`src/cbhf_pkg.sv`:
```
// shared types and constants for the crc-4 block header framer
package cbhf_pkg;

    localparam int BYTE_W      = 8;
    localparam int BLOCK_BYTES = 16;
    localparam int STORE_DEPTH = 16;
    localparam int IDX_W       = $clog2(STORE_DEPTH);
    localparam int CNT_W       = 5;
    localparam int CRC_W       = 4;
    localparam int BIT_CNT_W   = $clog2(BYTE_W);

    // x^4+x+1 with the top term; the low nibble is the feedback mask
    localparam logic [CRC_W:0] CRC_POLY = 5'h13;

    // framer sequencer states
    typedef enum logic [2:0] {
        ST_IDLE,
        ST_CRC,
        ST_HDR,
        ST_RD,
        ST_DATA
    } t_state;

    // control from the sequencer to the serial crc unit
    typedef struct packed {
        logic load;
        logic clear;
    } t_crc_ctl;

endpackage

```
`src/cbhf_stream_if.sv`:
```
// valid/ready channels for message bytes in and framed bytes out
interface cbhf_in_if;
    logic                           valid;
    logic                           ready;
    logic [cbhf_pkg::BYTE_W-1:0]    data_byte;
    logic                           last_byte;

    modport source (output valid, output data_byte, output last_byte, input ready);
    modport sink   (input valid, input data_byte, input last_byte, output ready);
endinterface

interface cbhf_out_if;
    logic                           valid;
    logic                           ready;
    logic [cbhf_pkg::BYTE_W-1:0]    out_byte;
    logic                           is_header;
    logic                           end_of_block;

    modport source (output valid, output out_byte, output is_header, output end_of_block,
                    input ready);
    modport sink   (input valid, input out_byte, input is_header, input end_of_block,
                    output ready);
endinterface

```
`src/cbhf_crc_serial.sv`:
```
// bit-serial crc-4 unit, one message bit per cycle, msb first
module cbhf_crc_serial (
    input  logic                          i_clk,
    input  logic                          i_rst_n,
    input  cbhf_pkg::t_crc_ctl            i_ctl,
    input  logic [cbhf_pkg::BYTE_W-1:0]   i_data,
    output logic [cbhf_pkg::CRC_W-1:0]    o_crc,
    output logic                          o_busy
);

    logic [cbhf_pkg::CRC_W-1:0]     r_crc;
    logic [cbhf_pkg::CRC_W-1:0]     n_crc;
    logic [cbhf_pkg::BYTE_W-1:0]    r_shift;
    logic [cbhf_pkg::BIT_CNT_W-1:0] r_bit;
    logic                           r_busy;
    logic                           w_fb;

    // one lfsr step on the current top bit of the byte
    always_comb begin
        w_fb  = r_crc[cbhf_pkg::CRC_W-1] ^ r_shift[cbhf_pkg::BYTE_W-1];
        n_crc = {r_crc[cbhf_pkg::CRC_W-2:0], 1'b0}
              ^ (w_fb ? cbhf_pkg::CRC_POLY[cbhf_pkg::CRC_W-1:0] : '0);
    end

    // crc register and bit sequencing
    always_ff @(posedge i_clk) begin
        if (!i_rst_n) begin
            r_crc  <= '0;
            r_busy <= 1'b0;
            r_bit  <= '0;
        end else if (i_ctl.clear) begin
            r_crc  <= '0;
            r_busy <= 1'b0;
            r_bit  <= '0;
        end else if (i_ctl.load) begin
            r_busy <= 1'b1;
            r_bit  <= '0;
        end else if (r_busy) begin
            r_crc <= n_crc;
            r_bit <= r_bit + 1'b1;
            if (r_bit == cbhf_pkg::BIT_CNT_W'(cbhf_pkg::BYTE_W - 1)) begin
                r_busy <= 1'b0;
            end
        end
    end

    // byte shifter, payload only
    always_ff @(posedge i_clk) begin
        if (i_ctl.load) begin
            r_shift <= i_data;
        end else if (r_busy) begin
            r_shift <= {r_shift[cbhf_pkg::BYTE_W-2:0], 1'b0};
        end
    end

    assign o_crc  = r_crc;
    assign o_busy = r_busy;

    // a load never lands on a byte still being shifted
    a_no_load_busy: assert property (@(posedge i_clk) disable iff (!i_rst_n)
        i_ctl.load |-> !r_busy)
        else $error("crc load while busy");

    // a byte takes exactly eight steps, after which busy reads low
    a_eight_steps: assert property (@(posedge i_clk) disable iff (!i_rst_n)
        (i_ctl.load && !i_ctl.clear) |-> ##9 (!r_busy || i_ctl.clear || $past(i_ctl.clear)))
        else $error("crc byte did not finish in eight cycles");

    // crc only moves while busy or on clear
    a_crc_hold: assert property (@(posedge i_clk) disable iff (!i_rst_n)
        (!r_busy && !i_ctl.clear) |=> $stable(r_crc))
        else $error("crc changed while idle");

endmodule

```
`src/crc4_block_header_framer_unit.sv`:
```
// top level of the crc-4 block header framer
//
//  port      dir  handshake        payload
//  i_in      in   valid / ready    data_byte[7:0], last_byte
//  o_out     out  valid / ready    out_byte[7:0], is_header, end_of_block
//
//  each input request is accepted in the idle state, then takes 8 bit-serial crc steps,
//  and leaves the crc state once the crc unit goes idle
//  a block of n bytes then emits n+1 output bytes; the header, then for each data byte
//  a store read state and an output state, plus any stalls from o_out.ready
//  input is not taken while a block is being emitted
//  reset (i_rst_n low, synchronous) empties the block and clears the crc
module crc4_block_header_framer_unit (
    input  logic              i_clk,
    input  logic              i_rst_n,
    cbhf_in_if.sink           i_in,
    cbhf_out_if.source        o_out
);

    cbhf_pkg::t_state               r_state;
    cbhf_pkg::t_state               n_state;
    logic [cbhf_pkg::CNT_W-1:0]     r_count;
    logic [cbhf_pkg::CNT_W-1:0]     n_count;
    logic [cbhf_pkg::CNT_W-1:0]     r_idx;
    logic [cbhf_pkg::CNT_W-1:0]     n_idx;
    logic [cbhf_pkg::CNT_W-1:0]     w_cnt_m1;
    logic                           r_last;
    logic [cbhf_pkg::BYTE_W-1:0]    r_mem [cbhf_pkg::STORE_DEPTH];
    logic [cbhf_pkg::BYTE_W-1:0]    r_rd_data;
    cbhf_pkg::t_crc_ctl             w_crc_ctl;
    logic [cbhf_pkg::CRC_W-1:0]     w_crc;
    logic                           w_crc_busy;
    logic                           w_in_acc;
    logic                           w_out_acc;
    logic                           w_full;
    logic                           w_blk_end;

    assign w_in_acc  = i_in.valid && i_in.ready;
    assign w_out_acc = o_out.valid && o_out.ready;
    assign w_full    = (r_count == cbhf_pkg::CNT_W'(cbhf_pkg::BLOCK_BYTES));
    assign w_cnt_m1  = r_count - cbhf_pkg::CNT_W'(1);
    assign w_blk_end = (r_idx == w_cnt_m1);

    // serial crc over each accepted byte
    cbhf_crc_serial u_crc (
        .i_clk   (i_clk),
        .i_rst_n (i_rst_n),
        .i_ctl   (w_crc_ctl),
        .i_data  (i_in.data_byte),
        .o_crc   (w_crc),
        .o_busy  (w_crc_busy)
    );

    // next state
    always_comb begin
        n_state = r_state;
        unique case (r_state)
            cbhf_pkg::ST_IDLE: begin
                if (w_in_acc) begin
                    n_state = cbhf_pkg::ST_CRC;
                end
            end
            cbhf_pkg::ST_CRC: begin
                if (!w_crc_busy) begin
                    n_state = (r_last || w_full) ? cbhf_pkg::ST_HDR : cbhf_pkg::ST_IDLE;
                end
            end
            cbhf_pkg::ST_HDR: begin
                if (w_out_acc) begin
                    n_state = cbhf_pkg::ST_RD;
                end
            end
            cbhf_pkg::ST_RD: begin
                n_state = cbhf_pkg::ST_DATA;
            end
            cbhf_pkg::ST_DATA: begin
                if (w_out_acc) begin
                    n_state = w_blk_end ? cbhf_pkg::ST_IDLE : cbhf_pkg::ST_RD;
                end
            end
            default: begin
                n_state = cbhf_pkg::ST_IDLE;
            end
        endcase
    end

    // outputs and counter updates
    always_comb begin
        i_in.ready         = 1'b0;
        o_out.valid        = 1'b0;
        o_out.is_header    = 1'b0;
        o_out.end_of_block = 1'b0;
        o_out.out_byte     = r_rd_data;
        w_crc_ctl          = '0;
        n_count            = r_count;
        n_idx              = r_idx;
        unique case (r_state)
            cbhf_pkg::ST_IDLE: begin
                i_in.ready     = 1'b1;
                w_crc_ctl.load = i_in.valid;
                if (i_in.valid) begin
                    n_count = r_count + cbhf_pkg::CNT_W'(1);
                end
            end
            cbhf_pkg::ST_CRC: begin
                n_idx = '0;
            end
            cbhf_pkg::ST_HDR: begin
                o_out.valid     = 1'b1;
                o_out.is_header = 1'b1;
                o_out.out_byte  = {w_crc, w_cnt_m1[cbhf_pkg::IDX_W-1:0]};
            end
            cbhf_pkg::ST_RD: begin
            end
            cbhf_pkg::ST_DATA: begin
                o_out.valid        = 1'b1;
                o_out.end_of_block = w_blk_end;
                if (w_out_acc) begin
                    n_idx = r_idx + cbhf_pkg::CNT_W'(1);
                    if (w_blk_end) begin
                        n_count         = '0;
                        w_crc_ctl.clear = 1'b1;
                    end
                end
            end
            default: begin
            end
        endcase
    end

    // control registers
    always_ff @(posedge i_clk) begin
        if (!i_rst_n) begin
            r_state <= cbhf_pkg::ST_IDLE;
            r_count <= '0;
            r_idx   <= '0;
        end else begin
            r_state <= n_state;
            r_count <= n_count;
            r_idx   <= n_idx;
        end
    end

    // last flag captured with the request
    always_ff @(posedge i_clk) begin
        if (w_in_acc) begin
            r_last <= i_in.last_byte;
        end
    end

    // block store, written on accept, read with registered data
    always_ff @(posedge i_clk) begin
        if (w_in_acc) begin
            r_mem[r_count[cbhf_pkg::IDX_W-1:0]] <= i_in.data_byte;
        end
        r_rd_data <= r_mem[r_idx[cbhf_pkg::IDX_W-1:0]];
    end

    // input and output never handshake in the same cycle
    a_no_overlap: assert property (@(posedge i_clk) disable iff (!i_rst_n)
        o_out.valid |-> !i_in.ready)
        else $error("input ready while emitting");

    // header is followed by the store read state, then the first data byte
    a_hdr_then_data: assert property (@(posedge i_clk) disable iff (!i_rst_n)
        (w_out_acc && o_out.is_header) |=> !o_out.valid ##1 (o_out.valid && !o_out.is_header))
        else $error("data byte did not follow header");

    // fill count never passes the block size
    a_count_range: assert property (@(posedge i_clk) disable iff (!i_rst_n)
        r_count <= cbhf_pkg::CNT_W'(cbhf_pkg::BLOCK_BYTES))
        else $error("fill count overflow");

    // the block ends on its last data byte with the count cleared
    a_block_close: assert property (@(posedge i_clk) disable iff (!i_rst_n)
        (w_out_acc && o_out.end_of_block) |=> (r_count == '0 && i_in.ready))
        else $error("block not closed after last byte");

endmodule
```
`src/flat_wrapper.sv`:
```
// flat-port wrapper written by rule: the top's interface ports become plain ports
module crc4_block_header_framer_unit_flat 
  (i_clk, i_rst_n, i_in_valid, i_in_data_byte, i_in_last_byte, i_in_ready, o_out_valid, o_out_out_byte, o_out_is_header, o_out_end_of_block, o_out_ready);
  cbhf_in_if i_in_i ();
  cbhf_out_if o_out_i ();
  input  logic i_clk;
  input  logic i_rst_n;
  input wire logic [$bits(i_in_i.valid)-1:0] i_in_valid;
  input wire logic [$bits(i_in_i.data_byte)-1:0] i_in_data_byte;
  input wire logic [$bits(i_in_i.last_byte)-1:0] i_in_last_byte;
  output wire logic [$bits(i_in_i.ready)-1:0] i_in_ready;
  output wire logic [$bits(o_out_i.valid)-1:0] o_out_valid;
  output wire logic [$bits(o_out_i.out_byte)-1:0] o_out_out_byte;
  output wire logic [$bits(o_out_i.is_header)-1:0] o_out_is_header;
  output wire logic [$bits(o_out_i.end_of_block)-1:0] o_out_end_of_block;
  input wire logic [$bits(o_out_i.ready)-1:0] o_out_ready;
  assign i_in_i.valid = i_in_valid;
  assign i_in_i.data_byte = i_in_data_byte;
  assign i_in_i.last_byte = i_in_last_byte;
  assign i_in_ready = i_in_i.ready;
  assign o_out_valid = o_out_i.valid;
  assign o_out_out_byte = o_out_i.out_byte;
  assign o_out_is_header = o_out_i.is_header;
  assign o_out_end_of_block = o_out_i.end_of_block;
  assign o_out_i.ready = o_out_ready;
  crc4_block_header_framer_unit u_core (.i_clk(i_clk), .i_rst_n(i_rst_n), .i_in(i_in_i), .o_out(o_out_i));
endmodule
```
`config.mk`:
```
export PLATFORM = sky130hd
export DESIGN_NAME = crc4_block_header_framer_unit_flat
export DESIGN_NICKNAME = d
export VERILOG_FILES = /design/src/cbhf_pkg.sv /design/src/cbhf_stream_if.sv /design/src/cbhf_crc_serial.sv /design/src/crc4_block_header_framer_unit.sv /design/src/flat_wrapper.sv
export SDC_FILE = /design/constraint.sdc
export NUM_CORES = 1
export LEC_CHECK = 0
export BUFFER_PORTS_ARGS = -buffer_cell sky130_fd_sc_hd__buf_2
export CORE_ASPECT_RATIO = 1.75
export CORE_MARGIN = 5
export CORE_UTILIZATION = 27
export DETAILED_ROUTE_END_ITERATION = 6
export PLACE_DENSITY = 0.37
export SLEW_MARGIN = 10
export SYNTH_ARGS = -nofsm -noshare
export SYNTH_HDL_FRONTEND = slang
export SYNTH_SLANG_ARGS = --single-unit
export TNS_END_PERCENT = 50
```
`constraint.sdc`:
```
create_clock -name i_clk -period 6 [get_ports i_clk]
set_clock_uncertainty 0.15 [all_clocks]
set_input_delay 0.3 -clock i_clk [delete_from_list [all_inputs] [get_ports i_clk]]
set_output_delay 0.3 -clock i_clk [all_outputs]
set_load 0.1 [all_outputs]
```
After elaboration in Yosys (flattened, before gate mapping):

Memories as Yosys holds them, arrays and structs flattened. A register that Yosys moved wholly into a read port is not among the register bits.
Index checks and enable logic that the tools add are counted.

* equal/unequal tests: 13
* bitwise gates (word level): 4
* mux-type cells: 30
* reduce and logical (&&, ||, !) cells: 14
* add/subtract/negate cells: 4

Operator list (number)
* $mux W8: 3
* $mux W5: 4
* $pmux W5 S2: 2
* $pmux W3 S5: 1
* $mux W1: 13
* $mux W3: 4
* $add A5 B1 Y5 const B: 2
* $ne A2 B1 Y1 const B: 4
* $reduce_and A4 Y1: 2
* $eq A3 B2 Y1 const B: 2
* $eq A3 B3 Y1 const B: 2
* $mux W2: 3
* $reduce_bool A2 Y1: 3
* $eq A5 B5 Y1: 1
* $eq A5 B5 Y1 const B: 1
* $sub A5 B1 Y5 const B: 1
* $ne A2 B2 Y1 const B: 2
* $reduce_and A2 Y1: 2
* $reduce_or A2 Y1: 2
* $xor A4 B2 Y4: 1
* $add A3 B1 Y3 const B: 1
* $eq A3 B1 Y1 const B: 1
* $logic_not A3 Y1: 1
* $reduce_or A3 Y1: 1
* other kinds (4): 6

* output and inout port bits: 12
* memories kept: 1
* RAM bits: 128
* register bits after elaboration: 30
* word-level logic and storage cells: 74
* bits of input ports: 13

Memory list
* u_core.r_mem: depth 16, bits a word 8, read ports 1, clocked after Yosys merged registers in 1, write ports 1, RTL line crc4_block_header_framer_unit.sv:28 `logic [cbhf_pkg::BYTE_W-1:0] r_mem [cbhf_pkg::STORE_DEPTH];`

Logic depth before layout (Yosys ltp):

Gate-level depths: netlist of run 1.

* word-level depth: 7
* gate-level depth with buffers: 8
* mapped depth without buffers: 6

Modules after synthesis:

Synthesis of run 1 repeated with hierarchy kept, for this count alone.

* cell total of the unflattened synthesis: 405
* area total of the unflattened synthesis: 6854.1 µm²

Modules (own cells, without submodules)
* crc4_block_header_framer_unit: area an instance 6155.9 µm², times used 1, seq. area each 4294.1 µm², cells each 348
* cbhf_crc_serial: area an instance 698.2 µm², times used 1, seq. area each 400.4 µm², cells each 57

Worst setup path before layout of run 1:

OpenSTA, ideal clock, no wires.

* path type: register to output
* from: reg u_core.r_state[0]
* to: out o_out_out_byte[0]
* buffers on the path: 2
* stages on the path, launching flop included: 5
* arrival time: 3.251 ns
* data required time: 5.550 ns
* setup slack: 2.299 ns
* cell sequence: dfxtp_1 > clkbuf_1 > or3_1 > clkbuf_1 > o21ai_0

* longest elaborated chain between the ends: 2

Ends and longest elaborated chain
* from (decl): RTL line crc4_block_header_framer_unit.sv:20 `cbhf_pkg::t_state r_state;`
* from (signal assigned): RTL line crc4_block_header_framer_unit.sv:134 `r_state <= cbhf_pkg::ST_IDLE;`
* from (signal assigned): RTL line crc4_block_header_framer_unit.sv:138 `r_state <= n_state;`
* $eq A3 B2 Y1: RTL line crc4_block_header_framer_unit.sv:97 `unique case (r_state)`
* $mux W8: RTL line crc4_block_header_framer_unit.sv:97
* to (decl): RTL line flat_wrapper.sv:13 `output wire logic [$bits(o_out_i.out_byte)-1:0] o_out_out_byte;`

Every way passes these cells.

Final worst setup path of run 1:

* from: reg u_core.r_idx[3] (netlist name)
* to: out o_out_end_of_block

* longest elaborated chain between the ends: 2

Ends and longest elaborated chain
* from (decl): RTL line crc4_block_header_framer_unit.sv:24 `logic [cbhf_pkg::CNT_W-1:0] r_idx;`
* from (signal assigned): RTL line crc4_block_header_framer_unit.sv:140 `r_idx <= n_idx;`
* $eq A5 B5 Y1: RTL line crc4_block_header_framer_unit.sv:42 `assign w_blk_end = (r_idx == w_cnt_m1);`
* $mux W1: RTL line crc4_block_header_framer_unit.sv:97
* to (decl): RTL line flat_wrapper.sv:15 `output wire logic [$bits(o_out_i.end_of_block)-1:0] o_out_end_of_block;`

Every way passes these cells.

==> results of run 1 <==
[metrics by stage]
step | utilization, % | total power, uW | instances
6_report | 31.2 | 2550 | 796
5_1_grt | 31.2 | 2650 | 796
4_1_cts | 31.2 | 2590 | 796
3_5_place_dp | 28.9 | 1530 | 763
3_3_place_gp | 28.9 | 1530 | 763
2_1_floorplan | - | 1470 | 447
[area by class of cell]
| type | instances | area share [%] |
|---|---|---|
| clock buffer | 18 | 5.42 |
| clock inverter | 14 | 1.71 |
| tap | 316 | 5.00 |
| timing repair buffer | 28 | 1.93 |
| inverter | 10 | 0.474 |
| sequential | 166 | 59.3 |
| multi-input combinational | 244 | 26.1 |
[power groups by stage]
stage / logic (uW) / clock network [uW] / registers [uW]
2_1_floorplan: 153 / 0 / 1310
5_1_grt: 216 / 1130 / 1300
4_1_cts: 204 / 1080 / 1300
3_5_place_dp: 203 / 0 / 1330
6_report: 199 / 1050 / 1300
3_3_place_gp: 202 / 0 / 1320
[cells in the mapped netlist (all sizes together)]
master / instances
a21o: 1
o22ai: 4
nor2: 21
inv: 9
dfxtp: 29
buf: 15
xnor2: 11
nand2: 63
or4b: 1
nor4: 2
o21ai: 5
mux2i: 7
clkinv: 1
a21oi: 9
mux4: 32
nor4b: 4
ha: 8
or3b: 1
nor3b: 8
o31ai: 1
edfxtp: 137
a31o: 1
nor3: 6
nand3b: 1
nor4bb: 1
clkbuf: 12
o221ai: 1
a31oi: 8
and2: 2
o2111ai: 1
a211oi: 9
or3: 1
nand2b: 7
nor2b: 12
nand3: 4
xor2: 7
and3: 1
a2111oi: 2
nand4: 2
[cell families (layout without fill, tap and decap cells)]
group / count (synthesis) / count (layout)
compound gates: 42 / 42
xor+xnor: 18 / 18
fa+ha+maj: 8 / 8
buf+inv: 37 / 70
flops: 166 / 166
mux: 39 / 39
simple gates: 137 / 137
[worst max-delay path, stage by stage, from the launching register on]
cell and delay (ns):
dfxtp_1 0.95, xnor2_1 0.19, xnor2_1 0.21, nor4_1 0.42, nor2b_1 0.18, buf_2 0.43
[how the worst max path moves through the flow]
stage / from / endpoint / slack (ns) / depth (start not counted)
final: u_core.r_idx[3] / o_out_end_of_block / 2.74 / 5
after global routing: u_core.r_idx[3] / o_out_end_of_block / 2.56 / 5
after CTS: u_core.r_idx[3] / o_out_end_of_block / 2.70 / 5
after detailed placement: u_core.r_state[1] / u_core.r_mem[0][6] / 2.75 / 4
after global placement: u_core.r_state[1] / u_core.r_mem[0][4] / 2.85 / 4
after floorplan: u_core.r_state[0] / o_out_out_byte[0] / 2.30 / 4
[routing by layer]
| layer | track usage, % | routed length (um) |
|---|---|---|
| met5 | 0 | 0 |
| met1 | 12.3 | 6520 |
| met3 | 3.00 | 347 |
| met2 | 23.3 | 9950 |
| met4 | 4.90 | 446 |
[state kept, by name, indices dropped and copies added (netlist names)]
name and flops:
u_core.r_last 1, u_core.r_state 3, u_core.u_crc.r_shift 8, u_core.u_crc.o_busy 1, u_core.r_count 5, u_core.r_rd_data 8, u_core.u_crc.o_crc 4, u_core.u_crc.r_bit 3
u_core.r_idx 5, u_core.r_mem 128
==> impl_results.md, run 1 <==
- Rel. slew slack: around a quarter
- Post-DP Area: 7330 sq um
- Post-synthesis compound-gate area fraction: 4.09%
- Crit path capture type: output pin
- NetSw: 607 uW
- Fraction of the mapped netlist area in simple logic gates: around a tenth
- Hold Crit Endpoint: u_core.r_state[2]
- Req. time, crit path: 5.55 ns
- Starting Density: a little over a quarter
- Register bit total from synthesis: 166
- CTS buffer count: 17
- Sequential Power Share: 51.0%
- Period utilization: 54.4%
- Reg2reg setup slack: 2.91 ns
- Clock group share of total power: 41.2%
- Post-route setup slack: 2.74 ns
- Routed Antenna Nets: 0
- VDD IR max: approximately 0.15 mV
- Via Count: 3727
- RSZ-0062 raised after global routing: no
- Die span in y: roughly 220 um
- DR vias/cell: 4.68
- Critical Path AT: 2.81 ns
- Hold Path Cell Cnt: 3
- Max Root-Sink Buffers: 2
- Post-CTS Resized: 0
- Hold buffers post-CTS: 1
- Commonest cells after routing, fill and taps aside: 137 x edfxtp_1, 63 x nand2_1, 28 x dfxtp_1
- DRT iter0 DRCs: 184
- RR Endpoint: u_core.r_mem[1][7]
- Share of post-route cells with drive strength above 1: approximately a fifth
- Mux cell area share after synthesis: 11.8%
- First-pass GRT wire length: 25800 um
- Slew @ Worst Pin: 1.13 ns
- Final WL: around 17000 um
- Minimum clock period: ~3.3 ns
- Combinational Power Share: between 7 and 8%
- Chip Width: 131 um
- Multi-input gate area: around 2100 sq um
- PwrDens: 322 nW/um^2
- Crit-path max FO: 19
- Xor/xnor cell area share of the yosys netlist: 2.27%
- Post-layout instance area: 7910 sq um
- Netlist cell types: 48
- Std-Cell Core Area: 25300 sq um
- Crit path launch type: register
- Routed WL per cell: 21.7 um
- Synth area leaders: edfxtp_1 59%, dfxtp_1 8.4%, mux4_2 8.1%
- Internal power: 1940 uW
- DRC Markers: 0
- Post-Route Setup TNS: 0 ns
- GRT Overall Usage: between 10 and 15%
- Reg area: 4700 sq um
- Hpwl dp: 12000 um
- ANT cells: 0
- Reg2reg start: u_core.r_state[2]
- IO Port Bufs: 24
- Die area: 29200 sq um
- RePlAce Congestion: 0.742
- Final number of max-transition violations: 0
- Vias in the first global route: 4065
- Commonest non-fill, non-tap cell in the layout: edfxtp_1
- Synth Area in Adders: 1.44%
- Gate count after technology mapping: approximately 450
- Yosys top cell by area: edfxtp_1
- Top Ports: 25
- Crit Path Category: reg -> out
- Hold Crit Start: o_out_ready
- TritonCTS clock tree: yes
- Average cell area after synthesis: 15.5 sq um
- Rows: 77
- Synth Cell Area: about 6900 sq um
- Initial antenna violation count: 0
- Filler cells: around 2500
- Leakage: roughly 0.0026 uW
- Postcts setup bufs: 0
- Setup violators final: 0
- TritonCTS Sinks: approximately 170
- Drt pass-1 iters: 4
- R2R cell count: 4
- Yosys Warn Count: 0
- Nets: 488
- # Max-Cap Violations: 0
- Largest net degree at the start of global routing: 38
- Peak Freq: 0.306 GHz
- Synth-to-Final Area Change: 14.0%
- Worst-Skew Late Latency: 0.42 ns
- Sw Ratio: 23.8%
- Worst-path clk slew: 0.06 ns
- Post-synth top area share: 59.2%
- Overflow after GRT: 0
- Placement Setup Slack: 2.75 ns
- Syn_nets: 468
- Register area share after synthesis: 67.6%
- Root Buffer Master: clkbuf_16
- Status: finished, final reports clean
- Final hold violation count: 0
- WHS: 0.138 ns
- HP Class: in -> reg
- H-tree levels: 4
- Largest family of logic cells by synthesized area: multiplexers
Power figures use the tool's default switching activity.
==> inputs of run 2 (changes only) <==
clock period = 3.15 ns   (was 6 ns; I/O delays follow)
==> impl_results.md, run 2 (synthesized netlist as in run 1, its figures left out) <==
- Critical Path AT: around 2.6 ns
- Overflow after GRT: 0
- CTS buffer count: 17
- Hpwl dp: 12000 um
- Setup violators final: 0
- Rows: 77
- CP max stage delay: 0.65 ns
- Worst-Skew Late Latency: 0.43 ns
- Worst path cell trace: inv_1 > or3_1 > inv_1 > nand2_1 > nand2_1 > buf_2
- Root Buffer Master: clkbuf_16
- Share of post-route cells with drive strength above 1: between 20% and 30%
- HP Class: in -> reg
- Placement Setup Slack: between 0.4 and 0.5 ns
- TritonCTS clock tree: yes
- Minimum clock period: 2.93 ns
- Req. time, crit path: 2.84 ns
- Crit path launch type: register
- DR vias/cell: 4.72
- Final number of max-transition violations: 0
- ANT cells: 0
- Crit-path max FO: 15
- CP max stage cell: dfxtp_1
- Starting Density: 27.4%
- DRC Markers: 0
- Peak Freq: 0.341 GHz
- Hold Path Cell Cnt: 1
- Nets: 514
- Post-route setup slack: 0.218 ns
- IO Port Bufs: 24
- Std-Cell Core Area: approximately 25000 sq um
- Worst-path clk slew: roughly 0.070 ns
- Rel. slew slack: 46.3%
- Cell family with most CP delay: buffers and inverters
- Crit Path Category: reg -> out
- TritonCTS Sinks: roughly 170
- Initial antenna violation count: 0
- Stages on the worst setup path: 6
- First-pass GRT wire length: 26800 um
- Via Count: 3875
- VDD IR max: 0.378 mV
- RSZ-0062 raised after global routing: no
- Drt pass-1 iters: 4
- Die area: 29200 sq um
- Die span in y: 222 um
- RePlAce Congestion: between 0.7 and 0.8
- Leakage: 0.00278 uW
- H-tree levels: 4
- Crit path capture type: output pin
- Slew @ Worst Pin: 0.794 ns
- Synth-to-Final Area Change: 18.3%
- R2R cell count: 5
- Final hold violation count: 0
- DRT iter0 DRCs: between 200 and 250
- Postcts setup bufs: 0
- Commonest cells after routing, fill and taps aside: 137 x edfxtp_1, 63 x nand2_1, 28 x dfxtp_1
- Buf+Inv Stages, Crit Path: 3
- Routed WL per cell: 21.3 um
- Status: finished, final reports clean
- Reg2reg setup slack: 0.78 ns
- Vias in the first global route: between 4000 and 5000
- Max reg flops: 128
- Chip Width: 131 um
- Period utilization: 93.1%
- Final Core Density: 32.4%
- Commonest non-fill, non-tap cell in the layout: edfxtp_1
- GRT Overall Usage: about an eighth
- Most used routing layer: met2
- Top Ports: 25
- Met1 usage in global routing: 13.6%
- Final WL: 17500 um
- Routed Antenna Nets: 0
- Filler cells: 2465
- PwrDens: roughly 630 nW/um^2
- # Max-Cap Violations: 0
- Largest net degree at the start of global routing: 36
- Max Root-Sink Buffers: 2
- Grt met3 use: 3.11%
- Met2 usage: 22.2%
[run 2: cell types whose count changed in the layout (fill, tap and decap cells not counted), sizes merged]
cell | before | now
clkinv | 9 | 4
bufinv | 2 | 6
buf | 27 | 46
dlygate4sd3 | 1 | 7
clkbuf | 18 | 19
[run 2: timing repair]
action,in CTS,in global routing
hold buffers,7,0
gates resized for setup,0,2
setup endpoints to repair,0,1
endpoints found under the hold margin,67,0
[run 2: final cells by class]
type,instances,area (sq um),area share (%)
Tap cell,316,395,4.81
Inverter,10,37.5,0.457
Sequential cell,166,4700,57.1
Clock inverter,13,229,2.79
Timing Repair Buffer,54,365,4.45
Multi-Input combinational cell,244,2060,25.1
Clock buffer,18,429,5.22
[run 2: metrics by stage]
stage               area [sq um]  power, uW  std cells  setup TNS (ns)  hold WS [ns]
floorplan                   6940       2790        447           -1.32         0.106
global placement            7480       2910        783               0         0.187
detailed placement          7480       2910        783               0         0.198
CTS                         8210       5280        821               0      0.000588
global route                8220       5400        821               0        0.0150
finish                      8220       5200        821               0        0.0139
[run 2: final timing paths]
kind,from,end
min reg2reg,u_core.u_crc.r_shift[0],u_core.u_crc.r_shift[1]
min,i_in_data_byte[1],u_core.r_mem[10][1]
max reg2reg,u_core.r_state[2],u_core.r_count[1]
max,u_core.r_state[1],o_out_out_byte[6]
[run 2: routing by layer]
| layer | routed length (um) | up-vias |
|---|---|---|
| met5 | 0 | - |
| met4 | 597 | 0 |
| met3 | 519 | 27 |
| met2 | 9550 | 71 |
| met1 | 6850 | 1993 |
| li1 | - | 1784 |
[run 2: power breakdown]
group | internal (uW) | total (uW) | switching [uW]
logic | 110 | 391 | 281
clock network | 1480 | 2330 | 855
registers | 2440 | 2470 | 35.2
==> inputs of run 3 (changes only) <==
clock period = 3.6 ns   (was 3.15 ns; I/O delays follow)
==> impl_results.md, run 3 (synthesized netlist as in run 1, its figures left out) <==
- Starting Density: 27.4%
- TritonCTS clock tree: yes
- # Max-Cap Violations: 0
- Routed WL per cell: 21.3 um
- Post-layout instance area: 8040 sq um
- Worst-Skew Late Latency: 0.43 ns
- Routed Antenna Nets: 0
- WHS: 0.0383 ns
- DRC Markers: 0
- Sequential Power Share: 50.2%
- Die area: 29200 sq um
- IO Port Bufs: 24
- Crit-path max FO: 9
- Commonest non-fill, non-tap cell in the layout: edfxtp_1
- Drt pass-1 iters: 4
- Sw Ratio: between 20% and 30%
- Peak Freq: 0.323 GHz
- Synth-to-Final Area Change: 15.8%
- Largest net degree at the start of global routing: 36
- First-pass GRT wire length: 26300 um
- Initial antenna violation count: 0
- DR WL met2: 9910 um
- Hpwl dp: 12200 um
- Rel. slew slack: 41.3%
- Crit path capture type: output pin
- Commonest cells after routing, fill and taps aside: 137 x edfxtp_1, 63 x nand2_1, 28 x dfxtp_1
- Leakage: 0.00269 uW
- Req. time, crit path: 3.27 ns
- Wl on met1: 6470 um
- Uppermost routed layer: met4
- Wire length on met3: 392 um
- DR vias/cell: 4.63
- Crit path launch type: register
- Share of post-route cells with drive strength above 1: 21.1%
- Internal power: 3310 uW
- Slew @ Worst Pin: 0.874 ns
- Post-Route Setup TNS: 0 ns
- Top Ports: 25
- NetSw: 1000 uW
- Std-Cell Core Area: 25300 sq um
- Period utilization: a little under nine tenths
- Max Root-Sink Buffers: 2
- Post-DP Area: 7430 sq um
- Nets: ~500
- Placed cell count: 775
- Worst-path clk slew: 0.06 ns
- CTS buffer count: 17
- Root Buffer Master: clkbuf_16
- Final number of max-transition violations: 0
- Rows: 77
- ANT cells: 0
- H-tree levels: 4
- Chip Width: 131 um
- Crit Path Category: reg -> out
- Final hold violation count: 0
- Overflow after GRT: 0
- Via Count: around 3700
- Minimum clock period: between 3 and 4 ns
- Max reg flops: 128
- VDD IR max: 0.319 mV
- Non-filler instance count after layout: 809
- Vias in the first global route: ~4100
- HP Class: in -> reg
- RSZ-0062 raised after global routing: no
- DRT iter0 DRCs: 147
- TritonCTS Sinks: 166
- Final WL: 17200 um
- Critical Path AT: 2.77 ns
- Combinational Power Share: 7.8%
- Clock group share of total power: 42.0%
- Die span in y: 222 um
- PwrDens: 537 nW/um^2
- Setup violators final: 0
- RePlAce Congestion: 0.757
- GRT Overall Usage: 12.3%
- Postcts setup bufs: 0
- Status: finished, final reports clean
-- run 3: worst max-delay path: stages, from the launching register on --
cell and delay [ns]:
dfxtp_1 0.51, inv_1 0.14, ha_1 0.24, nor3b_1 0.15
xnor2_1 0.20, nor4_1 0.47, nor2b_1 0.19, buf_2 0.43
-- run 3: final timing paths --
path                                         startpoint                       to  slack (ns)  cells past startpoint
worst max-delay path                  u_core.r_count[0]       o_out_end_of_block        0.50                      7
worst min-delay path                  i_in_data_byte[0]       u_core.r_mem[8][0]        0.04                      1
worst max register to register        u_core.r_state[2]       u_core.r_mem[4][4]        0.77                      4
worst min register to register  u_core.u_crc.r_shift[5]  u_core.u_crc.r_shift[6]        0.37                      2
-- run 3: area by class of cell --
| class | count | area (sq um) |
|---|---|---|
| Fill cell | 2474 | 17300 |
| Sequential cell | 166 | 4700 |
| Multi-Input combinational cell | 244 | 2060 |
| Clock buffer | 18 | 429 |
| Tap cell | 316 | 395 |
| Timing Repair Buffer | 41 | 265 |
| Clock inverter | 14 | 158 |
| Inverter | 10 | 37.5 |
-- run 3: per-stage QoR --
step / setup WS, ns / total power, uW / utilization [%]
floorplan: 0.0186 / 2440 / -
global placement: 0.815 / 2550 / 29.3
detailed placement: 0.753 / 2550 / 29.3
CTS: 0.440 / 4380 / 31.7
global route: 0.274 / 4490 / 31.7
finish: 0.505 / 4310 / 31.7
-- run 3: metal layers --
metal / global-route usage [%] / up-vias
met3: 2.41 / 20
met1: 13.0 / 1915
met5: 0 / -
li1: - / 1759
met2: 23.1 / 53
met4: 5.70 / 0
-- run 3: power by group through the flow --
| stage | Combinational, uW | Clock [uW] | Sequential (uW) |
|---|---|---|---|
| 2_1_floorplan | 254 | 0 | 2190 |
| 4_1_cts | 344 | 1870 | 2170 |
| 6_report | 337 | 1810 | 2160 |
| 5_1_grt | 367 | 1960 | 2170 |
| 3_3_place_gp | 340 | 0 | 2210 |
| 3_5_place_dp | 342 | 0 | 2210 |
-- run 3: timing repair --
item	4_1_cts	5_1_grt
hold buffers	2	0
endpoints found under the hold margin	2	0
gates resized for setup	0	0
